## src/hw/rtl/cbc_pkg.sv

```systemverilog
// shared types and constants of the cartridge bank controller
package cbc_pkg;

    // field and address widths
    localparam int RomOffsetBits  = 14;
    localparam int RamOffsetBits  = 13;
    localparam int RomBankBits    = 7;
    localparam int RomAddrBits    = 21;
    localparam int RamIndexBits   = 15;
    localparam int RamBankSelBits = 2;
    localparam int CfgDataBits    = 3;
    localparam int CfgIndexBits   = 2;

    // bus access kinds
    typedef enum logic [2:0] {
        ACT_CONTROL    = 3'd0,
        ACT_ROM_FIXED  = 3'd1,
        ACT_ROM_BANKED = 3'd2,
        ACT_RAM_READ   = 3'd3,
        ACT_RAM_WRITE  = 3'd4
    } action_t;

    // control write regions, by bus address bits 14:13
    typedef enum logic [1:0] {
        REGION_ENABLE   = 2'd0,
        REGION_ROM_BANK = 2'd1,
        REGION_RAM_BANK = 2'd2,
        REGION_LATCH    = 2'd3
    } region_t;

    // work handed from front to back
    typedef enum logic [1:0] {
        KIND_PLAIN     = 2'd0,
        KIND_RAM_READ  = 2'd1,
        KIND_RAM_WRITE = 2'd2
    } kind_t;

    // configuration register indexes
    typedef enum logic [1:0] {
        CFG_ROM_SIZE = 2'd0,
        CFG_RAM_SIZE = 2'd1,
        CFG_RTC      = 2'd2
    } cfg_index_t;

    // ram size codes
    localparam logic [1:0] RamNone      = 2'd0;
    localparam logic [1:0] RamOneBank   = 2'd1;
    localparam logic [1:0] RamFourBanks = 2'd2;

    // control write constants
    localparam logic [3:0] EnableKey    = 4'hA;
    localparam logic [3:0] RamMapLast   = 4'h3;
    localparam logic [3:0] RtcMapFirst  = 4'h8;
    localparam logic [3:0] RtcMapLast   = 4'hC;
    localparam logic [3:0] RtcMapFloor  = 4'h4;
    localparam logic [7:0] NoRamByte    = 8'hFF;
    localparam logic [RomBankBits-1:0] RomBankReset = 7'd1;

    // one classified access in the queue
    typedef struct packed {
        kind_t                   kind;
        logic [RomAddrBits-1:0]  rom_address;
        logic [7:0]              read_data;
        logic                    ram_enabled;
        logic [RamIndexBits-1:0] ram_index;
        logic [7:0]              write_data;
    } entry_t;

endpackage

```

## src/hw/rtl/cbc_queue.sv

```systemverilog
// short queue of classified accesses between front and back
module cbc_queue #(
    parameter int DEPTH = 4
) (
    input  logic            aclk,
    input  logic            aresetn,
    input  logic            push,
    input  cbc_pkg::entry_t push_entry,
    output logic            full,
    output logic            pop_valid,
    output cbc_pkg::entry_t pop_entry,
    input  logic            pop
);

    localparam int PtrW = $clog2(DEPTH);
    localparam int CntW = $clog2(DEPTH + 1);
    localparam logic [PtrW-1:0] LastPtr = PtrW'(DEPTH - 1);
    localparam logic [CntW-1:0] FullCnt = CntW'(DEPTH);

    cbc_pkg::entry_t slots_reg [DEPTH];
    logic [PtrW-1:0] wr_ptr_reg, wr_ptr_next;
    logic [PtrW-1:0] rd_ptr_reg, rd_ptr_next;
    logic [CntW-1:0] count_reg, count_next;

    // pointer and fill count update
    always_comb begin
        wr_ptr_next = wr_ptr_reg;
        rd_ptr_next = rd_ptr_reg;
        count_next  = count_reg;
        if (push) begin
            wr_ptr_next = (wr_ptr_reg == LastPtr) ? '0 : wr_ptr_reg + 1'b1;
        end
        if (pop) begin
            rd_ptr_next = (rd_ptr_reg == LastPtr) ? '0 : rd_ptr_reg + 1'b1;
        end
        if (push && !pop) begin
            count_next = count_reg + 1'b1;
        end else if (pop && !push) begin
            count_next = count_reg - 1'b1;
        end
    end

    always_ff @(posedge aclk) begin
        if (!aresetn) begin
            wr_ptr_reg <= '0;
            rd_ptr_reg <= '0;
            count_reg  <= '0;
        end else begin
            wr_ptr_reg <= wr_ptr_next;
            rd_ptr_reg <= rd_ptr_next;
            count_reg  <= count_next;
        end
    end

    // slot storage
    always_ff @(posedge aclk) begin
        if (push) begin
            slots_reg[wr_ptr_reg] <= push_entry;
        end
    end

    assign full      = (count_reg == FullCnt);
    assign pop_valid = (count_reg != '0);
    assign pop_entry = slots_reg[rd_ptr_reg];

endmodule

```

## config.mk

```make
export PLATFORM = sky130hd
export DESIGN_NAME = cbc_queue
export DESIGN_NICKNAME = d
export VERILOG_FILES = /design/src/hw/rtl/cbc_pkg.sv /design/src/hw/rtl/cbc_queue.sv
export SDC_FILE = /design/constraint.sdc
export NUM_CORES = 1
export LEC_CHECK = 0
export ABC_AREA = 1
export CORE_MARGIN = 2
export CORE_UTILIZATION = 65
export CTS_BUF_LIST = sky130_fd_sc_hd__clkbuf_4 sky130_fd_sc_hd__clkbuf_8
export DETAILED_ROUTE_END_ITERATION = 7
export DONT_BUFFER_PORTS = 1
export GPL_TIMING_DRIVEN = 0
export HOLD_SLACK_MARGIN = 0.03
export PLACE_DENSITY = 0.81
export SLEW_MARGIN = 15
export SYNTH_ARGS = -nofsm -noshare
export SYNTH_HDL_FRONTEND = slang
export SYNTH_SLANG_ARGS = --single-unit
```

## constraint.sdc

```tcl
create_clock -name aclk -period 2.6 [get_ports aclk]
set_input_delay 0.26 -clock aclk [delete_from_list [all_inputs] [get_ports aclk]]
set_output_delay 0.26 -clock aclk [all_outputs]
set_load 0.02 [all_outputs]
```

==> out/metrics.cfg <==
[sta]
slew-limit-headroom_pct=56.7
setup_repair_after_global_routing_missed_its_margin=false
maxSlewViolCount=0
finClkSkew_ns=0.0333
setup_viol=0
min_period_ns=2.44
post-route-period-util_pct=93.7
timing.fmax_mhz=411
hold_viol_final=0
worst_slew_pin_slew_ns=0.645
finalHoldWorstSlack_ns=0.0510

[power_and_ir_drop]
clock_power_share_pct=37.1
power_density_over_the_cells_nw_per_um2=797
total_switching_power_mw=1.95
power_frac_seq_pct=52.2
power_leakage_nw=3.51
power_frac_comb_pct=10.7
vdd_drop_max_v=0.000705
cell_internal_pwr_mw=6.22
power.switching_fraction_pct=23.8

[floorplanning]
pin_count=116
fp-row-count=42
die_width_um=119
chipHeight_um=119
core_region_area_um2=13100
starting_density_of_the_core_pct=65.8
die_area_um2=14200

[detailed_routing]
drt-total-wl_mm=18.8
first_iter_violations=536
route.detailed.drc=0
detail_route.vias_per_cell=6.04
avg_wl_per_cell_um=21.1
num_vias=5373
detail-route-antenna-nets=0
drtPass1Iterations=5

[synth]
synth.ff_latch_count=229
asyncSetResetFlopFracSynth_pct=0
syn_avg_cell_area_um2=14.5
syn-instance-count=592
number_of_enable_type_register_cells_in_the_synthesized_netlist=220
syn_area_um2=8610
synth.distinct_cells=20
yosys_most_used_dff=sky130_fd_sc_hd__edfxtp_1
ys_seq_area_share_pct=78.8
synthesis.nets=658
synth.yosys.warnings=0

[worst_setup_path]
worst_ep_arrival_time_ns=2.18
regToRegSetupSlack_ns=0.97
critPathRequiredTime_ns=2.34
cp-start-kind=flip-flop
path_class=reg2out
crit_path_end_kind=primary output
timing.critical_path.fanout_max=10

[place]
io_buffers=0
numPlacedInstances=772
globalplace.congestion=0.825
place_hpwl_mm=10.3

[status]
run_status=completed

[cts]
cts_htree_levels=2
worst_setup_hold_path_clk_slew_ns=0.06
cts_tree=yes
cts-root-to-sink-buffers=3
cts_inserted_buffers=36
buffers_inserted_by_post_cts_timing_repair=0
clock_sink_count=229
cts_root_buffer=sky130_fd_sc_hd__clkbuf_8
clkLatencyLatePin_ns=0.49

[grt]
combined_global_route_utilization_of_all_metal_layers_pct=26.4
maximum_number_of_pins_on_one_net_before_global_route_repair=56
overflow=0
grt_pass1_wl_mm=28.5
via_count_of_the_first_global_routing_pass=5447
grt_antenna_before_repair=0

[hold_path]
timing.hold.worst.class=in2reg

[layout]
seqCellArea_um2=6790
diode_count=0
multi_input_comb_area_um2=1540
layout-drive-gt1-share_pct=11.6
area_growth_pct=19.0
fillerInstances=701
largest_register_ffs=220
final_cell_mix=sky130_fd_sc_hd__edfxtp_1 (220), sky130_fd_sc_hd__nor2_1 (119), sky130_fd_sc_hd__o21ai_0 (68)
layout.cells.most_common=sky130_fd_sc_hd__edfxtp_1
final_nets=758
stdcell_count=890

[flow_run]
max_cap_viol_count=0

[worst paths after layout]
check / startpoint / end / depth (start not counted)
hold / removal: push / slots_reg[2][37]$_DFFE_PP_ / 2
hold reg to reg: wr_ptr_reg[1]$_SDFFE_PN0P_ / wr_ptr_reg[1]$_SDFFE_PN0P_ / 2
setup / recovery: flip-flop / pop_entry[49] / 4
setup reg to reg: wr_ptr_reg[0]$_SDFFE_PN0P_ / slots_reg[0][20]$_DFFE_PP_ / 5
[worst max-delay path, stage by stage (launching register included)]
cell and delay (ns):
sky130_fd_sc_hd__dfxtp_1 0.31, sky130_fd_sc_hd__inv_1 0.28, sky130_fd_sc_hd__clkbuf_1 0.42, sky130_fd_sc_hd__o21ai_0 0.19
sky130_fd_sc_hd__o22ai_1 0.48
[power by group through the flow]
| stage | Sequential [mW] | Clock, mW | Combinational (mW) |
|---|---|---|---|
| global placement | 4.34 | 0 | 0.719 |
| finish | 4.26 | 3.03 | 0.875 |
| detailed placement | 4.34 | 0 | 0.763 |
| CTS | 4.26 | 3.05 | 0.871 |
| global route | 4.27 | 3.20 | 0.943 |
| floorplan | 4.33 | 0 | 0.569 |
[kinds of logic (layout without fill, tap and decap cells)]
family                     after synthesis  after routing  synth area share, %
DFF                                    229            229                 78.8
AOI/OAI and AO/OA                      171            171                 10.7
and+or+nand+nor                        133            133                 5.88
buffers and inverters                   51            173                 3.37
adders and majority gates                7              7                 1.10
xor gates and xnor gates                 1              1                0.102
[what timing repair did]
item / 4_1_cts / 5_1_grt
gates resized for setup: 0 / 0
endpoints found under the hold margin: 230 / 0
hold buffers: 58 / 0
setup endpoints to repair: 0 / 0
[routing by layer]
layer,wire length [µm],track usage (%),vias up
met4,237,8.33,0
met3,1500,7.14,27
li1,-,-,2411
met1,7150,32.9,2686
met5,0,0,-
met2,9880,45.4,249
[final cells by class]
| cell class | count | share of cell area (%) |
|---|---|---|
| flip-flops and latches | 229 | 66.2 |
| multi-input cells | 312 | 15.0 |
| repair buffers | 62 | 6.67 |
| clock buffers | 51 | 6.18 |
| plain buffers | 35 | 2.25 |
| well taps | 176 | 2.15 |
| clock inverters | 9 | 0.891 |
| inverters | 16 | 0.684 |
[synth_stat cells, types with 4 or more instances]
master,n,area share (%)
sky130_fd_sc_hd__buf_2,4,0.23
sky130_fd_sc_hd__buf_6,12,1.6
sky130_fd_sc_hd__clkbuf_1,18,0.78
sky130_fd_sc_hd__dfxtp_1,9,2.1
sky130_fd_sc_hd__edfxtp_1,220,77
sky130_fd_sc_hd__ha_1,6,0.87
sky130_fd_sc_hd__inv_1,15,0.65
sky130_fd_sc_hd__nand2_1,9,0.39
sky130_fd_sc_hd__nor2_1,119,5.2
sky130_fd_sc_hd__o21ai_0,68,4.0
sky130_fd_sc_hd__o21ai_1,45,2.6
sky130_fd_sc_hd__o22ai_1,55,4.0
[metrics by stage]
stage / instance area, µm² / total power, mW / utilization (%) / setup WS [ns] / TNS (ns)
floorplan: 8610 / 4.90 / - / 0.528 / 0
global placement: 8830 / 5.06 / 67.5 / -0.271 / -52.48
detailed placement: 8940 / 5.10 / 68.4 / 0.682 / 0
CTS: 10200 / 8.18 / 78.3 / 0.150 / 0
global route: 10200 / 8.42 / 78.3 / 0.00625 / 0
finish: 10200 / 8.17 / 78.3 / 0.165 / 0
(Power assumes the default switching activity.)
