==> src/hw/rtl/cbc_pkg.sv <==
// shared types and constants of the cartridge bank controller
package cbc_pkg;

    // field and address widths
    localparam int RomOffsetBits  = 14;
    localparam int RamOffsetBits  = 13;
    localparam int RomBankBits    = 7;
    localparam int RomAddrBits    = 21;
    localparam int RamIndexBits   = 15;
    localparam int RamBankSelBits = 2;
    localparam int CfgDataBits    = 3;
    localparam int CfgIndexBits   = 2;

    // bus access kinds
    typedef enum logic [2:0] {
        ACT_CONTROL    = 3'd0,
        ACT_ROM_FIXED  = 3'd1,
        ACT_ROM_BANKED = 3'd2,
        ACT_RAM_READ   = 3'd3,
        ACT_RAM_WRITE  = 3'd4
    } action_t;

    // control write regions, by bus address bits 14:13
    typedef enum logic [1:0] {
        REGION_ENABLE   = 2'd0,
        REGION_ROM_BANK = 2'd1,
        REGION_RAM_BANK = 2'd2,
        REGION_LATCH    = 2'd3
    } region_t;

    // work handed from front to back
    typedef enum logic [1:0] {
        KIND_PLAIN     = 2'd0,
        KIND_RAM_READ  = 2'd1,
        KIND_RAM_WRITE = 2'd2
    } kind_t;

    // configuration register indexes
    typedef enum logic [1:0] {
        CFG_ROM_SIZE = 2'd0,
        CFG_RAM_SIZE = 2'd1,
        CFG_RTC      = 2'd2
    } cfg_index_t;

    // ram size codes
    localparam logic [1:0] RamNone      = 2'd0;
    localparam logic [1:0] RamOneBank   = 2'd1;
    localparam logic [1:0] RamFourBanks = 2'd2;

    // control write constants
    localparam logic [3:0] EnableKey    = 4'hA;
    localparam logic [3:0] RamMapLast   = 4'h3;
    localparam logic [3:0] RtcMapFirst  = 4'h8;
    localparam logic [3:0] RtcMapLast   = 4'hC;
    localparam logic [3:0] RtcMapFloor  = 4'h4;
    localparam logic [7:0] NoRamByte    = 8'hFF;
    localparam logic [RomBankBits-1:0] RomBankReset = 7'd1;

    // one classified access in the queue
    typedef struct packed {
        kind_t                   kind;
        logic [RomAddrBits-1:0]  rom_address;
        logic [7:0]              read_data;
        logic                    ram_enabled;
        logic [RamIndexBits-1:0] ram_index;
        logic [7:0]              write_data;
    } entry_t;

endpackage

==> src/hw/rtl/cbc_front.sv <==
// front part: configuration, bank registers and access classification
module cbc_front #(
    parameter int RAM_BANKS = 4
) (
    input  logic                                 aclk,
    input  logic                                 aresetn,
    input  logic                                 cfg_write_en,
    input  logic [cbc_pkg::CfgIndexBits-1:0]     cfg_index,
    input  logic [cbc_pkg::CfgDataBits-1:0]      cfg_write_data,
    input  logic                                 s_valid,
    output logic                                 s_ready,
    input  logic [2:0]                           s_action,
    input  logic [14:0]                          s_address,
    input  logic [7:0]                           s_write_data,
    input  logic                                 queue_full,
    output logic                                 push,
    output cbc_pkg::entry_t                      push_entry
);

    localparam logic [2:0] BanksW = 3'(RAM_BANKS);

    // configuration registers
    logic [2:0] rom_size_code_reg;
    logic [1:0] ram_size_reg;
    logic       rtc_present_reg;

    // mapping state
    logic                            ram_enable_flag_reg, ram_enable_flag_next;
    logic [3:0]                      map_select_reg, map_select_next;
    logic [cbc_pkg::RomBankBits-1:0] rom_bank_reg, rom_bank_next;
    logic [1:0]                      ram_bank_reg, ram_bank_next;

    logic                            accept;
    logic                            has_ram;
    logic                            ram_mapped;
    logic [cbc_pkg::RomBankBits-1:0] rom_mask;
    logic [cbc_pkg::RomBankBits-1:0] bank_masked;
    logic [3:0]                      nibble;
    logic [3:0]                      ram_sel;
    logic [2:0]                      bank_wrap;

    assign s_ready    = !queue_full;
    assign accept     = s_valid && s_ready;
    assign push       = accept;
    assign has_ram    = (ram_size_reg == cbc_pkg::RamOneBank)
                     || (ram_size_reg == cbc_pkg::RamFourBanks);
    assign ram_mapped = (map_select_reg < cbc_pkg::RtcMapFloor);
    assign nibble     = s_write_data[3:0];

    // configuration writes
    always_ff @(posedge aclk) begin
        if (!aresetn) begin
            rom_size_code_reg <= '0;
            ram_size_reg      <= '0;
            rtc_present_reg   <= 1'b0;
        end else if (cfg_write_en) begin
            unique case (cbc_pkg::cfg_index_t'(cfg_index))
                cbc_pkg::CFG_ROM_SIZE: rom_size_code_reg <= cfg_write_data[2:0];
                cbc_pkg::CFG_RAM_SIZE: ram_size_reg      <= cfg_write_data[1:0];
                cbc_pkg::CFG_RTC:      rtc_present_reg   <= cfg_write_data[0];
                default: ;
            endcase
        end
    end

    // rom bank mask from the size code, saturating at seven bits
    always_comb begin
        for (int i = 0; i < cbc_pkg::RomBankBits; i++) begin
            rom_mask[i] = (3'(i) <= rom_size_code_reg);
        end
        bank_masked = s_write_data[cbc_pkg::RomBankBits-1:0] & rom_mask;
    end

    // ram bank select wrapped to the number of banks fitted
    always_comb begin
        bank_wrap = (ram_size_reg == cbc_pkg::RamOneBank) ? 3'd0 : {1'b0, ram_bank_reg};
        for (int i = 0; i < 3; i++) begin
            if (bank_wrap >= BanksW) begin
                bank_wrap = bank_wrap - BanksW;
            end
        end
    end

    // control writes update the mapping state
    always_comb begin
        ram_enable_flag_next = ram_enable_flag_reg;
        map_select_next      = map_select_reg;
        rom_bank_next        = rom_bank_reg;
        ram_bank_next        = ram_bank_reg;
        ram_sel              = (ram_size_reg == cbc_pkg::RamOneBank) ? 4'd0 : nibble;
        if (accept && (cbc_pkg::action_t'(s_action) == cbc_pkg::ACT_CONTROL)) begin
            unique case (cbc_pkg::region_t'(s_address[14:13]))
                cbc_pkg::REGION_ENABLE: begin
                    ram_enable_flag_next = (nibble == cbc_pkg::EnableKey);
                end
                cbc_pkg::REGION_ROM_BANK: begin
                    rom_bank_next = (bank_masked == '0) ? cbc_pkg::RomBankReset : bank_masked;
                end
                cbc_pkg::REGION_RAM_BANK: begin
                    if (nibble <= cbc_pkg::RamMapLast) begin
                        if (has_ram) begin
                            map_select_next = ram_sel;
                            ram_bank_next   = ram_sel[1:0];
                        end
                    end else if (nibble >= cbc_pkg::RtcMapFirst
                              && nibble <= cbc_pkg::RtcMapLast) begin
                        if (rtc_present_reg) begin
                            map_select_next = nibble;
                        end
                    end
                end
                default: ;
            endcase
        end
    end

    always_ff @(posedge aclk) begin
        if (!aresetn) begin
            ram_enable_flag_reg <= 1'b0;
            map_select_reg      <= '0;
            rom_bank_reg        <= cbc_pkg::RomBankReset;
            ram_bank_reg        <= '0;
        end else begin
            ram_enable_flag_reg <= ram_enable_flag_next;
            map_select_reg      <= map_select_next;
            rom_bank_reg        <= rom_bank_next;
            ram_bank_reg        <= ram_bank_next;
        end
    end

    // classify the access for the back part
    always_comb begin
        push_entry             = '0;
        push_entry.kind        = cbc_pkg::KIND_PLAIN;
        push_entry.ram_enabled = ram_enable_flag_next;
        push_entry.ram_index   = {bank_wrap[cbc_pkg::RamBankSelBits-1:0],
                                  s_address[cbc_pkg::RamOffsetBits-1:0]};
        push_entry.write_data  = s_write_data;
        unique case (cbc_pkg::action_t'(s_action))
            cbc_pkg::ACT_ROM_FIXED: begin
                push_entry.rom_address = {{cbc_pkg::RomBankBits{1'b0}},
                                          s_address[cbc_pkg::RomOffsetBits-1:0]};
            end
            cbc_pkg::ACT_ROM_BANKED: begin
                push_entry.rom_address = {rom_bank_reg,
                                          s_address[cbc_pkg::RomOffsetBits-1:0]};
            end
            cbc_pkg::ACT_RAM_READ: begin
                if (ram_mapped) begin
                    if (has_ram) begin
                        push_entry.kind = cbc_pkg::KIND_RAM_READ;
                    end else begin
                        push_entry.read_data = cbc_pkg::NoRamByte;
                    end
                end
            end
            cbc_pkg::ACT_RAM_WRITE: begin
                if (ram_mapped && has_ram) begin
                    push_entry.kind = cbc_pkg::KIND_RAM_WRITE;
                end
            end
            default: ;
        endcase
    end

endmodule

==> config.mk <==
export PLATFORM = sky130hd
export DESIGN_NAME = cbc_front
export DESIGN_NICKNAME = d
export VERILOG_FILES = /design/src/hw/rtl/cbc_pkg.sv /design/src/hw/rtl/cbc_front.sv
export SDC_FILE = /design/constraint.sdc
export NUM_CORES = 1
export LEC_CHECK = 0
export BUFFER_PORTS_ARGS = -buffer_cell sky130_fd_sc_hd__buf_2
export CAP_MARGIN = 5
export CORE_ASPECT_RATIO = 1.2
export CORE_UTILIZATION = 41
export DETAILED_ROUTE_END_ITERATION = 7
export GPL_ROUTABILITY_DRIVEN = 0
export PLACE_DENSITY = 0.79
export SLEW_MARGIN = 30
export SYNTH_ARGS = -nofsm -noshare
export SYNTH_HDL_FRONTEND = slang
export SYNTH_SLANG_ARGS = --single-unit
==> constraint.sdc <==
create_clock -name aclk -period 2.8 [get_ports aclk]
set_input_delay 0.56 -clock aclk [delete_from_list [all_inputs] [get_ports aclk]]
set_output_delay 0.56 -clock aclk [all_outputs]
set_load 0.05 [all_outputs]
==> impl_metrics.tcl <==
set metrics [dict create \
    p_leak_nw 0.819 \
    tns_ns 0 \
    grt_pass1_vias 1094 \
    slew_headroom_pct 62.6 \
    fmax_mhz 379 \
    min_path_cells 2 \
    port-buffer-count 90 \
    grt_max_degree 19 \
    hold_viol 0 \
    antenna_found_initial 0 \
    vias 1295 \
    cp-start-kind "primary input" \
    diodes 0 \
    yosysUniqueCellTypes 39 \
    mostFrequentLayoutCells "buf_2 (90), and2_1 (22), dfxtp_1 (18)" \
    reg2reg_from "ram_size_reg[1]" \
    synth_warnings 0 \
    synthesis.area_um2 1320 \
    final_core_util_pct 52.5 \
    drive_above_1_share_pct 44.5 \
    synth-seq-cells 18 \
    cts_setup_buffers 0 \
    placementRows 22 \
    ctsResizeCount 0 \
    finalClockSkew_ns 0.000577 \
    r2r_end "ram_bank_reg[1]" \
    fillers 339 \
    clk_latency_ns 0.29 \
    design.core.area_um2 3060 \
    initial_utilization_pct 43.3 \
    groute.usage.overall_pct 18.1 \
    yosys.area.top_type_share_pct 27.2 \
    ant_nets 0 \
    place_area_um2 1580 \
    powerDensity_nw_per_um2 389 \
    dieArea_um2 3460 \
    wirelength_mm 3.09 \
    yosysTopAreaCell "dfxtp_1" \
    syn_nets 196 \
    final_common_cell "buf_2" \
    cts_hold_buf 0 \
    fin_crit_sh_pct 94.3 \
    final-setup-viol-count 0 \
    worstHoldPathType "reg2reg" \
    crit_path_end_kind "primary output" \
    grt_pass1_wl_mm 4.66 \
    grt-ovfl-total 0 \
    cts.sinks 18 \
    avgSynthCellArea_um2 8.32 \
    slew_violations 0 \
    cts_htree_levels 1 \
    synth_seq_area_share_pct 27.2 \
    max_slew.worst_pin.slew_ns 0.559 \
    status "completed" \
    synthTopCellsByArea "dfxtp_1 (27%), buf_4 (16%), and2_1 (10%), mux2i_1 (5.3%), nor2b_1 (5.2%)" \
    cts-root-buf "clkbuf_4" \
    r2r_cells 6 \
    critical_path_class "in2out" \
    setup_ws_ns 0.161 \
    route.detailed.drc 0 \
    cts_tree "yes" \
    syn_inst 159 \
    rsz0062_at_grt "no" \
    clock_path_buffers 2 \
    whs_ns 0.450 \
    die_h_um 64.2 \
    firstDrtPassIters 4 \
    place_ws_ns 0.185 \
    largest_register_ff_count 7 \
    ir_drop_mv 0.289 \
    critPathRequiredTime_ns 2.24 \
    path_max_fanout 5 \
    die-width_um 53.8 \
    rrSetupSlack_ns 0.97 \
    top_level_ports 93 \
    avgRoutedWirePerCell_um 12.2 \
    min_from "ram_bank_reg[0]" \
    finish.instance_area_um2 1600 \
    cts_inserted_buffers 3 \
    cap_violations 0 \
    worstPathArrival_ns 2.08 \
    post-route-min-period_ns 2.64 \
    holdPathEnd "ram_bank_reg[0]" \
    vias_per_cell 5.10 \
    hpwl_mm 2.51 \
    final_nets 257 \
    synthToLayoutAreaGrowth_pct 21.2 \
    cts.clk_slew.worst_paths_ns 0.10 \
    first_iter_violations 28 \
]
where the power goes:
| part | internal (mW) | switching, mW | total [mW] |
|---|---|---|---|
| combinational | 0.0607 | 0.170 | 0.231 |
| clock | 0.0500 | 0.0795 | 0.130 |
| sequential | 0.259 | 0.00369 | 0.263 |
metal layers:
layer  global-route usage [%]  share of wire [%]  wire length (µm)
met1                     18.6                 36              1100
met2                     33.5                 50              1550
met3                     5.71                 13               412
met4                     4.61               0.87                27
met5                        0                  0                 0
worst max-delay path, cell delays in order:
cell and delay [ns]:
buf_2 0.13, nor4b_2 0.35, or4b_1 0.50, mux2_4 0.32, buf_2 0.21
cell families after synthesis:
kind of cell,after synthesis,synth area share (%)
compound gates,23,12.6
flops,18,27.2
mux,8,6.43
simple gates,70,33.0
buf+inv,38,19.1
xor+xnor,1,0.662
fa+ha+maj,1,0.946
stage by stage:
| stage | power, mW | instances |
|---|---|---|
| CTS | 0.624 | 254 |
| global placement | 0.497 | 251 |
| finish | 0.623 | 254 |
| detailed placement | 0.500 | 251 |
| global route | 0.647 | 254 |
| floorplan | 0.457 | 159 |
how the worst max path moves through the flow:
stage	start	end	cells after the start
after floorplan	s_action[1]	push_entry[25]	4
final	s_action[1]	push_entry[23]	5
after global placement	s_action[1]	push_entry[23]	5
after detailed placement	s_action[1]	push_entry[23]	5
after CTS	s_action[1]	push_entry[23]	5
after global routing	s_action[1]	push_entry[23]	5
synthesized netlist by cell type (all sizes together):
master   number
nor4b         1
nor3b         1
ha            1
inv           4
mux2i         7
o41ai         1
o21ai         4
a31oi         1
and4bb        1
xnor2         1
clkbuf        5
nand4bb       1
nor4bb        1
nand3         5
dfxtp        18
a311oi        1
nor2          6
mux2          1
a21o          2
nand2         8
buf          29
nand3b        2
a22oi         1
nand4         2
nor2b        11
o311ai        1
and4          1
and2         23
and3          2
nor4          1
or3b          2
a211o         1
or4b          1
nor3          1
a21boi        9
o211ai        2
final cells by class:
type	count	area [µm²]	share of cell area (%)
sequential	18	360	22.5
clock buffer	3	22.5	1.41
timing repair buffer	90	450	28.1
multi-input combinational	103	709	44.3
inverter	4	15.0	0.937
tap	36	45.0	2.81
(Power assumes the default switching activity.)
